===== src/rtl/core/clr_pkg.sv =====
// ============================================================================
// clr_pkg - shared types and constants for the clamped line rasterizer
// Operation codes, configuration register indexes, field widths.
// ============================================================================
`timescale 1ns / 1ps

package clr_pkg;

    // Default coordinate width; the top level can override it
    localparam int COORD_WIDTH_DEF = 10;

    // Fixed field widths
    localparam int IN_COORD_W  = 16;
    localparam int COLOR_W     = 16;
    localparam int CFG_DATA_W  = 11;
    localparam int CFG_INDEX_W = 4;

    // Configuration register indexes
    localparam logic [CFG_INDEX_W-1:0] REG_DISPLAY_WIDTH  = CFG_INDEX_W'(0);
    localparam logic [CFG_INDEX_W-1:0] REG_DISPLAY_HEIGHT = CFG_INDEX_W'(1);

    // Register reset values
    localparam logic [CFG_DATA_W-1:0] WIDTH_RESET  = CFG_DATA_W'(240);
    localparam logic [CFG_DATA_W-1:0] HEIGHT_RESET = CFG_DATA_W'(320);

    typedef enum logic
    {
        OP_LOAD = 1'b0,
        OP_TICK = 1'b1
    } op_t;

    // Control for one item entering the line engine
    typedef struct packed
    {
        logic valid;
        op_t  op;
    } item_ctl_t;

endpackage


===== src/rtl/core/clr_cfg.sv =====
// ============================================================================
// clr_cfg - display size registers
// Holds the largest legal column and row, derived from each size write.
// ============================================================================
`timescale 1ns / 1ps

module clr_cfg
    import clr_pkg::*;
#(
    parameter int COORD_WIDTH = COORD_WIDTH_DEF
)
(
    input  logic                   clk,
    input  logic                   rst_n,
    input  logic                   cfg_valid,
    input  logic [CFG_INDEX_W-1:0] cfg_index,
    input  logic [CFG_DATA_W-1:0]  cfg_data,
    output logic [COORD_WIDTH-1:0] x_max,
    output logic [COORD_WIDTH-1:0] y_max
);

    localparam int LIM_W = (CFG_DATA_W > COORD_WIDTH + 1) ? CFG_DATA_W : COORD_WIDTH + 1;

    // size 0 acts as 1, size above the coordinate span saturates to it
    function automatic logic [COORD_WIDTH-1:0] max_coord(input logic [CFG_DATA_W-1:0] size);
        logic [LIM_W-1:0] lim;
        logic [LIM_W-1:0] span;
        span = LIM_W'(1) << COORD_WIDTH;
        lim  = LIM_W'(size);
        if (lim == '0)
        begin
            lim = LIM_W'(1);
        end
        if (lim > span)
        begin
            lim = span;
        end
        return COORD_WIDTH'(lim - LIM_W'(1));
    endfunction

    localparam logic [COORD_WIDTH-1:0] X_MAX_RST = max_coord(WIDTH_RESET);
    localparam logic [COORD_WIDTH-1:0] Y_MAX_RST = max_coord(HEIGHT_RESET);

    logic [COORD_WIDTH-1:0] x_max_reg, x_max_next;
    logic [COORD_WIDTH-1:0] y_max_reg, y_max_next;

    always_comb
    begin
        x_max_next = x_max_reg;
        y_max_next = y_max_reg;
        if (cfg_valid)
        begin
            case (cfg_index)
                REG_DISPLAY_WIDTH:  x_max_next = max_coord(cfg_data);
                REG_DISPLAY_HEIGHT: y_max_next = max_coord(cfg_data);
                default:            ;
            endcase
        end
    end

    always_ff @(posedge clk or negedge rst_n)
    begin
        if (!rst_n)
        begin
            x_max_reg <= X_MAX_RST;
            y_max_reg <= Y_MAX_RST;
        end
        else
        begin
            x_max_reg <= x_max_next;
            y_max_reg <= y_max_next;
        end
    end

    assign x_max = x_max_reg;
    assign y_max = y_max_reg;

endmodule


===== src/rtl/core/clr_engine.sv =====
// ============================================================================
// clr_engine - Bresenham line state and single-step update
// Clamps and sets up a line on load; emits and advances one pixel per tick.
// ============================================================================
`timescale 1ns / 1ps

module clr_engine
    import clr_pkg::*;
#(
    parameter int COORD_WIDTH = COORD_WIDTH_DEF
)
(
    input  logic                   clk,
    input  logic                   rst_n,
    input  item_ctl_t              ctl,
    input  logic [IN_COORD_W-1:0]  start_x,
    input  logic [IN_COORD_W-1:0]  start_y,
    input  logic [IN_COORD_W-1:0]  end_x,
    input  logic [IN_COORD_W-1:0]  end_y,
    input  logic [COLOR_W-1:0]     color_in,
    input  logic [COORD_WIDTH-1:0] x_max,
    input  logic [COORD_WIDTH-1:0] y_max,
    output logic                   res_valid,
    output logic [COORD_WIDTH-1:0] res_x,
    output logic [COORD_WIDTH-1:0] res_y,
    output logic [COLOR_W-1:0]     res_color,
    output logic                   res_last,
    output logic                   line_active
);

    localparam int ERR_W = COORD_WIDTH + 2;

    function automatic logic [COORD_WIDTH-1:0] clamp(input logic [IN_COORD_W-1:0] v,
                                                     input logic [COORD_WIDTH-1:0] lim);
        if (v > IN_COORD_W'(lim))
        begin
            return lim;
        end
        return v[COORD_WIDTH-1:0];
    endfunction

    logic [COORD_WIDTH-1:0]    cur_x_reg, cur_x_next;
    logic [COORD_WIDTH-1:0]    cur_y_reg, cur_y_next;
    logic [COORD_WIDTH-1:0]    tgt_x_reg, tgt_x_next;
    logic [COORD_WIDTH-1:0]    tgt_y_reg, tgt_y_next;
    logic [COORD_WIDTH-1:0]    dx_reg, dx_next;
    logic [COORD_WIDTH-1:0]    dy_reg, dy_next;
    logic                      x_neg_reg, x_neg_next;
    logic                      y_neg_reg, y_neg_next;
    logic signed [ERR_W-1:0]   err_reg, err_next;
    logic [COLOR_W-1:0]        color_reg, color_next;
    logic                      active_reg, active_next;

    logic [COORD_WIDTH-1:0]    x0, y0, x1, y1;
    logic [COORD_WIDTH-1:0]    dx_load, dy_load;
    logic signed [ERR_W-1:0]   err_load;
    logic signed [ERR_W-1:0]   dx_s, dy_s;
    logic                      step_x, step_y, at_end;

    // load setup
    always_comb
    begin
        x0      = clamp(start_x, x_max);
        y0      = clamp(start_y, y_max);
        x1      = clamp(end_x, x_max);
        y1      = clamp(end_y, y_max);
        dx_load = (x0 < x1) ? (x1 - x0) : (x0 - x1);
        dy_load = (y0 < y1) ? (y1 - y0) : (y0 - y1);
        if (dx_load > dy_load)
        begin
            err_load = $signed({2'b00, dx_load >> 1});
        end
        else
        begin
            err_load = -$signed({2'b00, dy_load >> 1});
        end
    end

    // tick decisions, both taken against the error before the step
    assign dx_s   = $signed({2'b00, dx_reg});
    assign dy_s   = $signed({2'b00, dy_reg});
    assign step_x = err_reg > -dx_s;
    assign step_y = err_reg < dy_s;
    assign at_end = (cur_x_reg == tgt_x_reg) && (cur_y_reg == tgt_y_reg);

    always_comb
    begin
        cur_x_next  = cur_x_reg;
        cur_y_next  = cur_y_reg;
        tgt_x_next  = tgt_x_reg;
        tgt_y_next  = tgt_y_reg;
        dx_next     = dx_reg;
        dy_next     = dy_reg;
        x_neg_next  = x_neg_reg;
        y_neg_next  = y_neg_reg;
        err_next    = err_reg;
        color_next  = color_reg;
        active_next = active_reg;
        if (ctl.valid)
        begin
            case (ctl.op)
                OP_LOAD:
                begin
                    cur_x_next  = x0;
                    cur_y_next  = y0;
                    tgt_x_next  = x1;
                    tgt_y_next  = y1;
                    dx_next     = dx_load;
                    dy_next     = dy_load;
                    x_neg_next  = !(x0 < x1);
                    y_neg_next  = !(y0 < y1);
                    err_next    = err_load;
                    color_next  = color_in;
                    active_next = 1'b1;
                end
                OP_TICK:
                begin
                    if (active_reg)
                    begin
                        if (at_end)
                        begin
                            active_next = 1'b0;
                        end
                        else
                        begin
                            err_next = err_reg - (step_x ? dy_s : '0) + (step_y ? dx_s : '0);
                            if (step_x)
                            begin
                                cur_x_next = x_neg_reg ? cur_x_reg - 1'b1 : cur_x_reg + 1'b1;
                            end
                            if (step_y)
                            begin
                                cur_y_next = y_neg_reg ? cur_y_reg - 1'b1 : cur_y_reg + 1'b1;
                            end
                        end
                    end
                end
                default: ;
            endcase
        end
    end

    always_ff @(posedge clk or negedge rst_n)
    begin
        if (!rst_n)
        begin
            cur_x_reg  <= '0;
            cur_y_reg  <= '0;
            tgt_x_reg  <= '0;
            tgt_y_reg  <= '0;
            dx_reg     <= '0;
            dy_reg     <= '0;
            x_neg_reg  <= 1'b0;
            y_neg_reg  <= 1'b0;
            err_reg    <= '0;
            color_reg  <= '0;
            active_reg <= 1'b0;
        end
        else
        begin
            cur_x_reg  <= cur_x_next;
            cur_y_reg  <= cur_y_next;
            tgt_x_reg  <= tgt_x_next;
            tgt_y_reg  <= tgt_y_next;
            dx_reg     <= dx_next;
            dy_reg     <= dy_next;
            x_neg_reg  <= x_neg_next;
            y_neg_reg  <= y_neg_next;
            err_reg    <= err_next;
            color_reg  <= color_next;
            active_reg <= active_next;
        end
    end

    assign res_valid   = ctl.valid && (ctl.op == OP_TICK) && active_reg;
    assign res_x       = cur_x_reg;
    assign res_y       = cur_y_reg;
    assign res_color   = color_reg;
    assign res_last    = at_end;
    assign line_active = active_reg;

endmodule


===== src/rtl/core/clamped_line_rasterizer.sv =====
// ============================================================================
// clamped_line_rasterizer - clamped Bresenham line pixel generator
// Path: a tick is held in the input register, then its pixel in the output register.
// Throughput: one item per cycle while the output is not stalled; set by the single-step update in clr_engine.
// Reset: rst_n clears the line (idle) and both stages; sizes return to 240x320.
// ============================================================================
`timescale 1ns / 1ps

module clamped_line_rasterizer
    import clr_pkg::*;
#(
    parameter int COORD_WIDTH = COORD_WIDTH_DEF
)
(
    input  logic                   clk,
    input  logic                   rst_n,

    // configuration write channel
    input  logic                   cfg_valid,
    output logic                   cfg_ready,
    input  logic [CFG_INDEX_W-1:0] cfg_index,
    input  logic [CFG_DATA_W-1:0]  cfg_data,

    // item channel
    input  logic                   in_valid,
    output logic                   in_stall,
    input  logic                   op,
    input  logic [IN_COORD_W-1:0]  start_x,
    input  logic [IN_COORD_W-1:0]  start_y,
    input  logic [IN_COORD_W-1:0]  end_x,
    input  logic [IN_COORD_W-1:0]  end_y,
    input  logic [COLOR_W-1:0]     color_in,

    // pixel channel
    output logic                   out_valid,
    input  logic                   out_stall,
    output logic [COORD_WIDTH-1:0] pixel_x,
    output logic [COORD_WIDTH-1:0] pixel_y,
    output logic [COLOR_W-1:0]     pixel_color,
    output logic                   last_pixel
);

    // ------------------------------------------------------------------
    // Display size registers. Writes are always taken.
    // ------------------------------------------------------------------
    logic [COORD_WIDTH-1:0] x_max, y_max;

    assign cfg_ready = 1'b1;

    clr_cfg #(
        .COORD_WIDTH (COORD_WIDTH)
    ) u_cfg (
        .clk       (clk),
        .rst_n     (rst_n),
        .cfg_valid (cfg_valid),
        .cfg_index (cfg_index),
        .cfg_data  (cfg_data),
        .x_max     (x_max),
        .y_max     (y_max)
    );

    // ------------------------------------------------------------------
    // Input register. The item sits here while the engine works on it;
    // it is held only when the output register is full and stalled,
    // so the engine's result has nowhere to go.
    // ------------------------------------------------------------------
    logic                  s1_valid_reg, s1_valid_next;
    op_t                   s1_op_reg;
    logic [IN_COORD_W-1:0] s1_sx_reg, s1_sy_reg, s1_ex_reg, s1_ey_reg;
    logic [COLOR_W-1:0]    s1_color_reg;
    logic                  in_xfer;
    logic                  advance;
    item_ctl_t             eng_ctl;
    logic                  out_valid_reg, out_valid_next;

    assign advance  = s1_valid_reg && (!out_valid_reg || !out_stall);
    assign in_stall = s1_valid_reg && !advance;
    assign in_xfer  = in_valid && !in_stall;

    always_comb
    begin
        s1_valid_next = s1_valid_reg;
        if (in_xfer)
        begin
            s1_valid_next = 1'b1;
        end
        else if (advance)
        begin
            s1_valid_next = 1'b0;
        end
    end

    always_ff @(posedge clk or negedge rst_n)
    begin
        if (!rst_n)
        begin
            s1_valid_reg <= 1'b0;
        end
        else
        begin
            s1_valid_reg <= s1_valid_next;
        end
    end

    // payload needs no reset
    always_ff @(posedge clk)
    begin
        if (in_xfer)
        begin
            s1_op_reg    <= op_t'(op);
            s1_sx_reg    <= start_x;
            s1_sy_reg    <= start_y;
            s1_ex_reg    <= end_x;
            s1_ey_reg    <= end_y;
            s1_color_reg <= color_in;
        end
    end

    assign eng_ctl.valid = advance;
    assign eng_ctl.op    = s1_op_reg;

    // ------------------------------------------------------------------
    // Line engine: load setup or one Bresenham step per advanced item.
    // ------------------------------------------------------------------
    logic                   res_valid, res_last, line_active;
    logic [COORD_WIDTH-1:0] res_x, res_y;
    logic [COLOR_W-1:0]     res_color;

    clr_engine #(
        .COORD_WIDTH (COORD_WIDTH)
    ) u_engine (
        .clk         (clk),
        .rst_n       (rst_n),
        .ctl         (eng_ctl),
        .start_x     (s1_sx_reg),
        .start_y     (s1_sy_reg),
        .end_x       (s1_ex_reg),
        .end_y       (s1_ey_reg),
        .color_in    (s1_color_reg),
        .x_max       (x_max),
        .y_max       (y_max),
        .res_valid   (res_valid),
        .res_x       (res_x),
        .res_y       (res_y),
        .res_color   (res_color),
        .res_last    (res_last),
        .line_active (line_active)
    );

    // ------------------------------------------------------------------
    // Output register. Refilled on every advance (a load or an idle tick
    // leaves it empty); otherwise it drains on a transfer.
    // ------------------------------------------------------------------
    logic [COORD_WIDTH-1:0] out_x_reg, out_y_reg;
    logic [COLOR_W-1:0]     out_color_reg;
    logic                   out_last_reg;

    always_comb
    begin
        out_valid_next = out_valid_reg;
        if (advance)
        begin
            out_valid_next = res_valid;
        end
        else if (out_valid_reg && !out_stall)
        begin
            out_valid_next = 1'b0;
        end
    end

    always_ff @(posedge clk or negedge rst_n)
    begin
        if (!rst_n)
        begin
            out_valid_reg <= 1'b0;
        end
        else
        begin
            out_valid_reg <= out_valid_next;
        end
    end

    always_ff @(posedge clk)
    begin
        if (advance && res_valid)
        begin
            out_x_reg     <= res_x;
            out_y_reg     <= res_y;
            out_color_reg <= res_color;
            out_last_reg  <= res_last;
        end
    end

    assign out_valid   = out_valid_reg;
    assign pixel_x     = out_x_reg;
    assign pixel_y     = out_y_reg;
    assign pixel_color = out_color_reg;
    assign last_pixel  = out_last_reg;

    // ------------------------------------------------------------------
    // Assertions
    // ------------------------------------------------------------------

    // input only backs up behind a full, stalled output register
    a_stall_cause: assert property (@(posedge clk) disable iff (!rst_n)
        in_stall |-> (out_valid && out_stall))
        else $error("input stalled without downstream backpressure");

    // emitting the end point retires the line
    a_last_retires: assert property (@(posedge clk) disable iff (!rst_n)
        (advance && res_valid && res_last) |=> !line_active)
        else $error("line still active after its last pixel");

    // a tick on an idle line leaves nothing in the output register
    a_idle_tick: assert property (@(posedge clk) disable iff (!rst_n)
        (advance && (s1_op_reg == OP_TICK) && !line_active) |=> !out_valid)
        else $error("idle tick produced a pixel");

    // a load never produces a pixel but always starts a line
    a_load_starts: assert property (@(posedge clk) disable iff (!rst_n)
        (advance && (s1_op_reg == OP_LOAD)) |=> (line_active && !out_valid))
        else $error("load did not start a line cleanly");

endmodule

===== config.mk =====
export PLATFORM = sky130hd
export DESIGN_NAME = clamped_line_rasterizer
export DESIGN_NICKNAME = d
export VERILOG_FILES = /design/src/rtl/core/clr_pkg.sv /design/src/rtl/core/clr_cfg.sv /design/src/rtl/core/clr_engine.sv /design/src/rtl/core/clamped_line_rasterizer.sv
export SDC_FILE = /design/constraint.sdc
export NUM_CORES = 1
export LEC_CHECK = 0
export ABC_CLOCK_PERIOD_IN_PS = 8000
export BUFFER_PORTS_ARGS = -buffer_cell sky130_fd_sc_hd__buf_2
export CAP_MARGIN = 25
export CORE_MARGIN = 10
export CORE_UTILIZATION = 35
export CTS_BUF_LIST = sky130_fd_sc_hd__clkbuf_2
export DETAILED_ROUTE_END_ITERATION = 6
export GPL_ROUTABILITY_DRIVEN = 0
export HOLD_SLACK_MARGIN = 0.15
export PLACE_DENSITY_LB_ADDON = 0.2
export SYNTH_ARGS = -nofsm -noshare
export SYNTH_HDL_FRONTEND = slang
export SYNTH_SLANG_ARGS = --single-unit

===== constraint.sdc =====
create_clock -name clk -period 8 [get_ports clk]
set_input_delay 0.4 -clock clk [delete_from_list [all_inputs] [get_ports clk]]
set_output_delay 0.4 -clock clk [all_outputs]
set_load 0.005 [all_outputs]

After elaboration in Yosys (flattened, before gate mapping) --
Cells that the tools add are included.
Operators by class: magnitude comparators 11, bitwise logic cells 1, add/subtract/negate cells 14, eq/ne operators 7, mux-type cells 48, reduce and logical (&&, ||, !) cells 25
Operator list (number):
- 2-to-1 mux 10 bit | 26
- greater-than comparator 16 x 10 -> 1 bit | 4
- 2-to-1 mux 11 bit | 5
- one-hot mux 10 bit (2 select lines) | 2
- subtractor 10 x 1 -> 10 bit, second input constant | 4
- subtractor 10 bit | 4
- 2-to-1 mux 12 bit | 3
- one-hot mux 12 bit (2 select lines) | 1
- greater-than comparator 11 bit, second input constant | 2
- adder 10 x 1 -> 10 bit, second input constant | 2
- == test 10 bit | 2
- less-than comparator 10 bit | 2
- adder 12 bit | 1
- greater-than comparator 12 bit | 1
- less-than comparator 12 x 11 -> 1 bit | 1
- negation 10 -> 12 bit | 1
- negation 9 -> 12 bit | 1
- subtractor 12 bit | 1
- zero test 11 bit | 1
- greater-than comparator 10 bit | 1
- 2-to-1 mux 1 bit | 10
- logical AND 1 bit | 8
- AND reduction 4 bit | 2
- zero test 1 bit | 6
- other kinds (10) | 15
Storage, ports and cells: input bits 101, word-level logic and storage cells 131, register bits after elaboration 231, output and inout port bits 40

Depth between registers and ports, before layout --
depth in word-level cells 9, gate-level depth with buffers 32, depth with buffers taken out 30

Hierarchy --
Synthesis repeated with hierarchy kept, for this count alone.
Unflattened totals: cell total of the unflattened synthesis 1424, area, all modules 14566.5 µm²
By module, submodules not included:
- clr_engine | instances 1, seq. area each 2277.2 µm², area an instance 9806.9 µm², cells an instance 1193
- clamped_line_rasterizer | instances 1, seq. area each 3593.4 µm², area an instance 3653.5 µm², cells an instance 131
- clr_cfg | instances 1, seq. area each 518.0 µm², area an instance 1106.1 µm², cells an instance 100

Worst setup path before layout --
No wires, ideal clock.
path kind register to register, from reg u_cfg.y_max_reg[1], in the netlist u_cfg.y_max[1], to reg u_engine.err_reg[4], required time 7863 ps, setup time 137 ps, path buffers 2, arrival time 6341 ps, cell stages (with the launch flop) 30, setup slack 1522 ps, period minus slack after synthesis 6478 ps, cells stage by stage dfstp_2 > inv_1 > ha_1 > nor2b_1 > o21a_1 > o21a_1 > o21a_1 > o21a_1 > o21ai_0 > a21o_1 > clkbuf_1 > mux2i_1 > inv_1 > fa_1 > nor2b_1 > o21ai_1 > a21oi_2 > o2bb2ai_2 > or4_1 > and3_1 > buf_6 > inv_1 > ha_1 > a21o_1 > a21oi_1 > nand2_1 > o21ai_0 > nor2_1 > a222oi_1 > a21oi_1
Between the ends: word-level cells in the longest chain between the ends 8, elaborated cells between the ends (all ways) 16, those cells by class add/sub (3); order compare (4); mux (9)
Ends and longest elaborated chain:
- start, declared | RTL line clr_cfg.sv:45 | logic [COORD_WIDTH-1:0] y_max_reg, y_max_next;
- start signal, assigned | RTL line clr_cfg.sv:71 | y_max_reg <= y_max_next;
- greater-than comparator 16 x 10 -> 1 bit | RTL line clr_engine.sv:35 | if (v > IN_COORD_W'(lim))
- 2-to-1 mux 1 bit | RTL line clr_engine.sv:35
- 2-to-1 mux 10 bit * | RTL line clr_engine.sv:39 | return v[COORD_WIDTH-1:0];
- named net u_engine.y1[1] | RTL line clr_engine.sv:54 | logic [COORD_WIDTH-1:0] x0, y0, x1, y1;
- subtractor 10 bit / less-than comparator 10 bit (equally long branches) | RTL line clr_engine.sv:68 | dy_load = (y0 < y1) ? (y1 - y0) : (y0 - y1);
- 2-to-1 mux 10 bit * | RTL line clr_engine.sv:68
- negation 9 -> 12 bit / greater-than comparator 10 bit (equally long branches) | RTL line clr_engine.sv:75, clr_engine.sv:69
- 2-to-1 mux 12 bit * | RTL line clr_engine.sv:69 | if (dx_load > dy_load)
- one-hot mux 12 bit (2 select lines) * | RTL line clr_engine.sv:101 | case (ctl.op)
- end signal, assigned | RTL line clr_engine.sv:169 | err_reg <= err_next;
- end, declared | RTL line clr_engine.sv:50 | logic signed [ERR_W-1:0] err_reg, err_next;
Mark *: on every way through the listed nets, which the timed path passes. The rest lies on a longest branch. The select of a mux whose other input is x is not followed. A chain may end at the register's enable or synchronous reset.

Worst setup path in the final report --
from reg u_cfg.y_max_reg[2], in the netlist u_cfg.y_max[2], to reg u_engine.err_reg[4]
Between the ends: word-level cells in the longest chain between the ends 8, elaborated cells between the ends (all ways) 16, those cells by class add/sub (3); order compare (4); mux (9)
Ends and longest elaborated chain (RTL line):
- greater-than comparator 16 x 10 -> 1 bit | clr_engine.sv:35
- 2-to-1 mux 1 bit | clr_engine.sv:35
- 2-to-1 mux 10 bit | clr_engine.sv:39
- subtractor 10 bit / less-than comparator 10 bit (equally long branches) | clr_engine.sv:68
- 2-to-1 mux 10 bit * | clr_engine.sv:68
- negation 9 -> 12 bit / greater-than comparator 10 bit (equally long branches) | clr_engine.sv:75, clr_engine.sv:69
- 2-to-1 mux 12 bit * | clr_engine.sv:69
- one-hot mux 12 bit (2 select lines) * | clr_engine.sv:101
Mark *: on every way between the ends. The rest lies on a longest branch, timed or not. The select of a mux whose other input is x is not followed.

==> flow_metrics.env <==
export IMPL_status="completed"
export IMPL_start_util_pct=35.6
export IMPL_die_area_um2=50200
export IMPL_p_sw_uw=3430
export IMPL_ys_seq_elements=231
export IMPL_avgSynthCellArea_um2=10.1
export IMPL_arrival_ns=8.15
export IMPL_ant_nets=0
export IMPL_crit_buf_inv=4
export IMPL_critPathKind="register to register"
export IMPL_coreArea_um2=41000
export IMPL_rsz0062_at_grt="no"
export IMPL_slew_headroom_pct=33.8
export IMPL_comb_power_share_pct=62.3
export IMPL_synth_edf_count=118
export IMPL_clkPwrFrac_pct=11.9
export IMPL_final_setup_viol_count=0
export IMPL_critPathTopFamily="compound AO/OA/AOI/OAI gates"
export IMPL_worstMarginPinSlew_ns=0.990
export IMPL_period_minus_slack_ns=7.23
export IMPL_routedWlPerCell_um=17.8
export IMPL_worstSetupEndpoint="u_engine.err_reg[4]"
export IMPL_worst_setup_path_start_kind="register"
export IMPL_grt_max_degree=69
export IMPL_yosys_area_share_simple_pct=14.4
export IMPL_nets=2075
export IMPL_cts_tree="built"
export IMPL_routed_wl_um=42800
export IMPL_clock_sinks=231
export IMPL_cp_num_cells=25
export IMPL_io_pins=141
export IMPL_finalMaxSlewViolations=0
export IMPL_async_reset_ff_share_pct=48.9
export IMPL_slowest_delay_ns=0.65
export IMPL_grt_total_usage_pct=17.1
export IMPL_reg2reg_slack_ns=0.77
export IMPL_syn_area_um2=14600
export IMPL_critPathRequiredTime_ns=8.92
export IMPL_cp_max_fo=10
export IMPL_synth_fa_ha_area_share_pct=14.3
export IMPL_finalHoldViolCount=0
export IMPL_max_freq_mhz=138
export IMPL_grt_pass1_vias=12600
export IMPL_sw_frac_of_total_pct=47.2
export IMPL_r2r_start="u_cfg.y_max[2]"
export IMPL_io_buffers=139
export IMPL_leakage_uw=0.00835
export IMPL_p_int_uw=3830
export IMPL_reg2reg_depth=25
export IMPL_rr_endpoint="u_engine.err_reg[4]"
export IMPL_clk_latency_ns=1.06
export IMPL_setup_tns_ns=0
export IMPL_yosys_area_top_type="edfxtp_1"
export IMPL_totalPowerFinal_uw=7260
export IMPL_peakVddDrop_uv=189
export IMPL_dr_first_iter_drc_count=601
export IMPL_vias=12100
export IMPL_synthXorXnorAreaFrac_pct=4.08
export IMPL_synth_distinct_cells=75
export IMPL_ys_seq_area_share_pct=43.8
export IMPL_antenna_found_initial=1
export IMPL_dr_pass1_iters=5
export IMPL_post_cts_buffers=0
export IMPL_synthTopCellsByArea="edfxtp_1 (24%), dfrtp_1 (17%), ha_1 (12%)"
export IMPL_synthMuxAreaShare_pct=4.07
export IMPL_cts_htree_levels=2
export IMPL_synth_top_family_by_area="compound AO/OA/AOI/OAI gates"
export IMPL_crit_start="u_cfg.y_max[2]"
export IMPL_endpoint_kind="register"
export IMPL_synth_compound_area_share_pct=14.5
export IMPL_synth_ff_type="edfxtp_1"
export IMPL_hold_class="register to register"
export IMPL_yosysMostFrequentCell="nand2_1"
export IMPL_fp_dieW_um=224
export IMPL_drive_above_1_share_pct=15.8
export IMPL_power_density_nw_per_um2=393
export IMPL_viasPerCell=5.03
export IMPL_clk_pin_slew_ns=0.11
export IMPL_clk_path_buf_depth=3
export IMPL_rows=74
export IMPL_drc=0
export IMPL_numCtsBuffers=60
export IMPL_period_share_pct=90.4
export IMPL_grt_pass1_wl_um=68700
export IMPL_clock_skew_ns=0.115
export IMPL_yosysWarnings=0
export IMPL_cp_common_cell="inv_1"
export IMPL_die_h_um=224
export IMPL_p_seq_share_pct=25.8
export IMPL_synth_top_cell_area_share_pct=24.3
export IMPL_hpwl_um=30900
export IMPL_synthCells=1451
export IMPL_max_cap_viol_count=0
export IMPL_cpMaxStageDelayCell="o31a_1"
export IMPL_syn_nets=1709
export IMPL_gr_total_overflow=0
export IMPL_ys_top_cells_by_count="nand2_1 (185), ha_1 (141), inv_1 (130)"
export IMPL_clock_root_buffer="clkbuf_2"
export IMPL_fin_hold_ws_ns=0.373
export IMPL_syn_to_final_growth_pct=26.6
==> power by group through the flow <==
stage / clock, µW / combinational, µW / sequential, µW
2_1_floorplan: 0 / 3360 / 1770
3_3_place_gp: 0 / 4350 / 1890
3_5_place_dp: 0 / 4390 / 1890
4_1_cts: 896 / 4520 / 1870
5_1_grt: 961 / 5090 / 1910
6_report: 864 / 4520 / 1870
==> logic make-up after synthesis <==
family                     count (synthesis)
and+or+nand+nor                          440
AOI/OAI and AO/OA                        319
DFF                                      231
buffers and inverters                    177
adders and majority gates                157
xor gates and xnor gates                  68
muxes                                     58
other                                      1
==> cell type report <==
type | count | area (µm²)
Multi-Input combinational cell | 1043 | 7520
Timing Repair Buffer | 351 | 2830
Antenna cell | 2 | 5.00
Tap cell | 532 | 666
Clock inverter | 27 | 143
Sequential cell | 231 | 6390
Inverter | 130 | 488
Fill cell | 3907 | 22600
Clock buffer | 86 | 430
==> per-layer routing <==
metal | global-route usage (%) | wire length, µm | vias up
met5 | 0 | 0 | -
met4 | 6.21 | 939 | 0
met3 | 2.85 | 2230 | 59
met2 | 28.1 | 20200 | 290
met1 | 22.3 | 19400 | 5807
li1 | - | - | 5938
==> stage by stage <==
stage          utilization (%)  setup slack [ns]  area, µm²  cells
2_1_floorplan                -              1.52      14600   1451
3_3_place_gp              38.6             0.991      15800   2087
3_5_place_dp              38.7             0.890      15900   2088
4_1_cts                   45.0             0.816      18500   2400
5_1_grt                   45.0             0.141      18500   2402
6_report                  45.0             0.766      18500   2402
==> cells in the final DEF (no fill, tap or decap), types with 60 or more instances in the layout <==
cell / instances
clkbuf_2: 86
ha_1: 141
inv_1: 130
buf_2: 138
o21ai_0: 86
nor2_1: 60
edfxtp_1: 118
dfrtp_1: 99
dlygate4sd3_1: 198
nand2_1: 184
==> how the worst min path moves through the flow <==
stage / startpoint / end / slack, ns / cells after the start
after floorplan: rst_n / out_valid / 0.10 / 0
after global placement: s1_color_reg[15] / u_engine.res_color[15] / 0.42 / 2
after detailed placement: s1_color_reg[0] / u_engine.res_color[0] / 0.42 / 2
after CTS: cfg_index[1] / u_cfg.x_max[1] / 0.24 / 6
after global routing: cfg_index[1] / u_cfg.x_max[2] / 0.35 / 6
final: u_engine.res_color[14] / pixel_color[14] / 0.37 / 0
==> what timing repair did <==
item,in CTS,in global routing
hold buffers,199,0
gates resized for setup,0,0
endpoints found under the hold margin,213,0
Note: power is estimated with default switching activity, not from simulation.
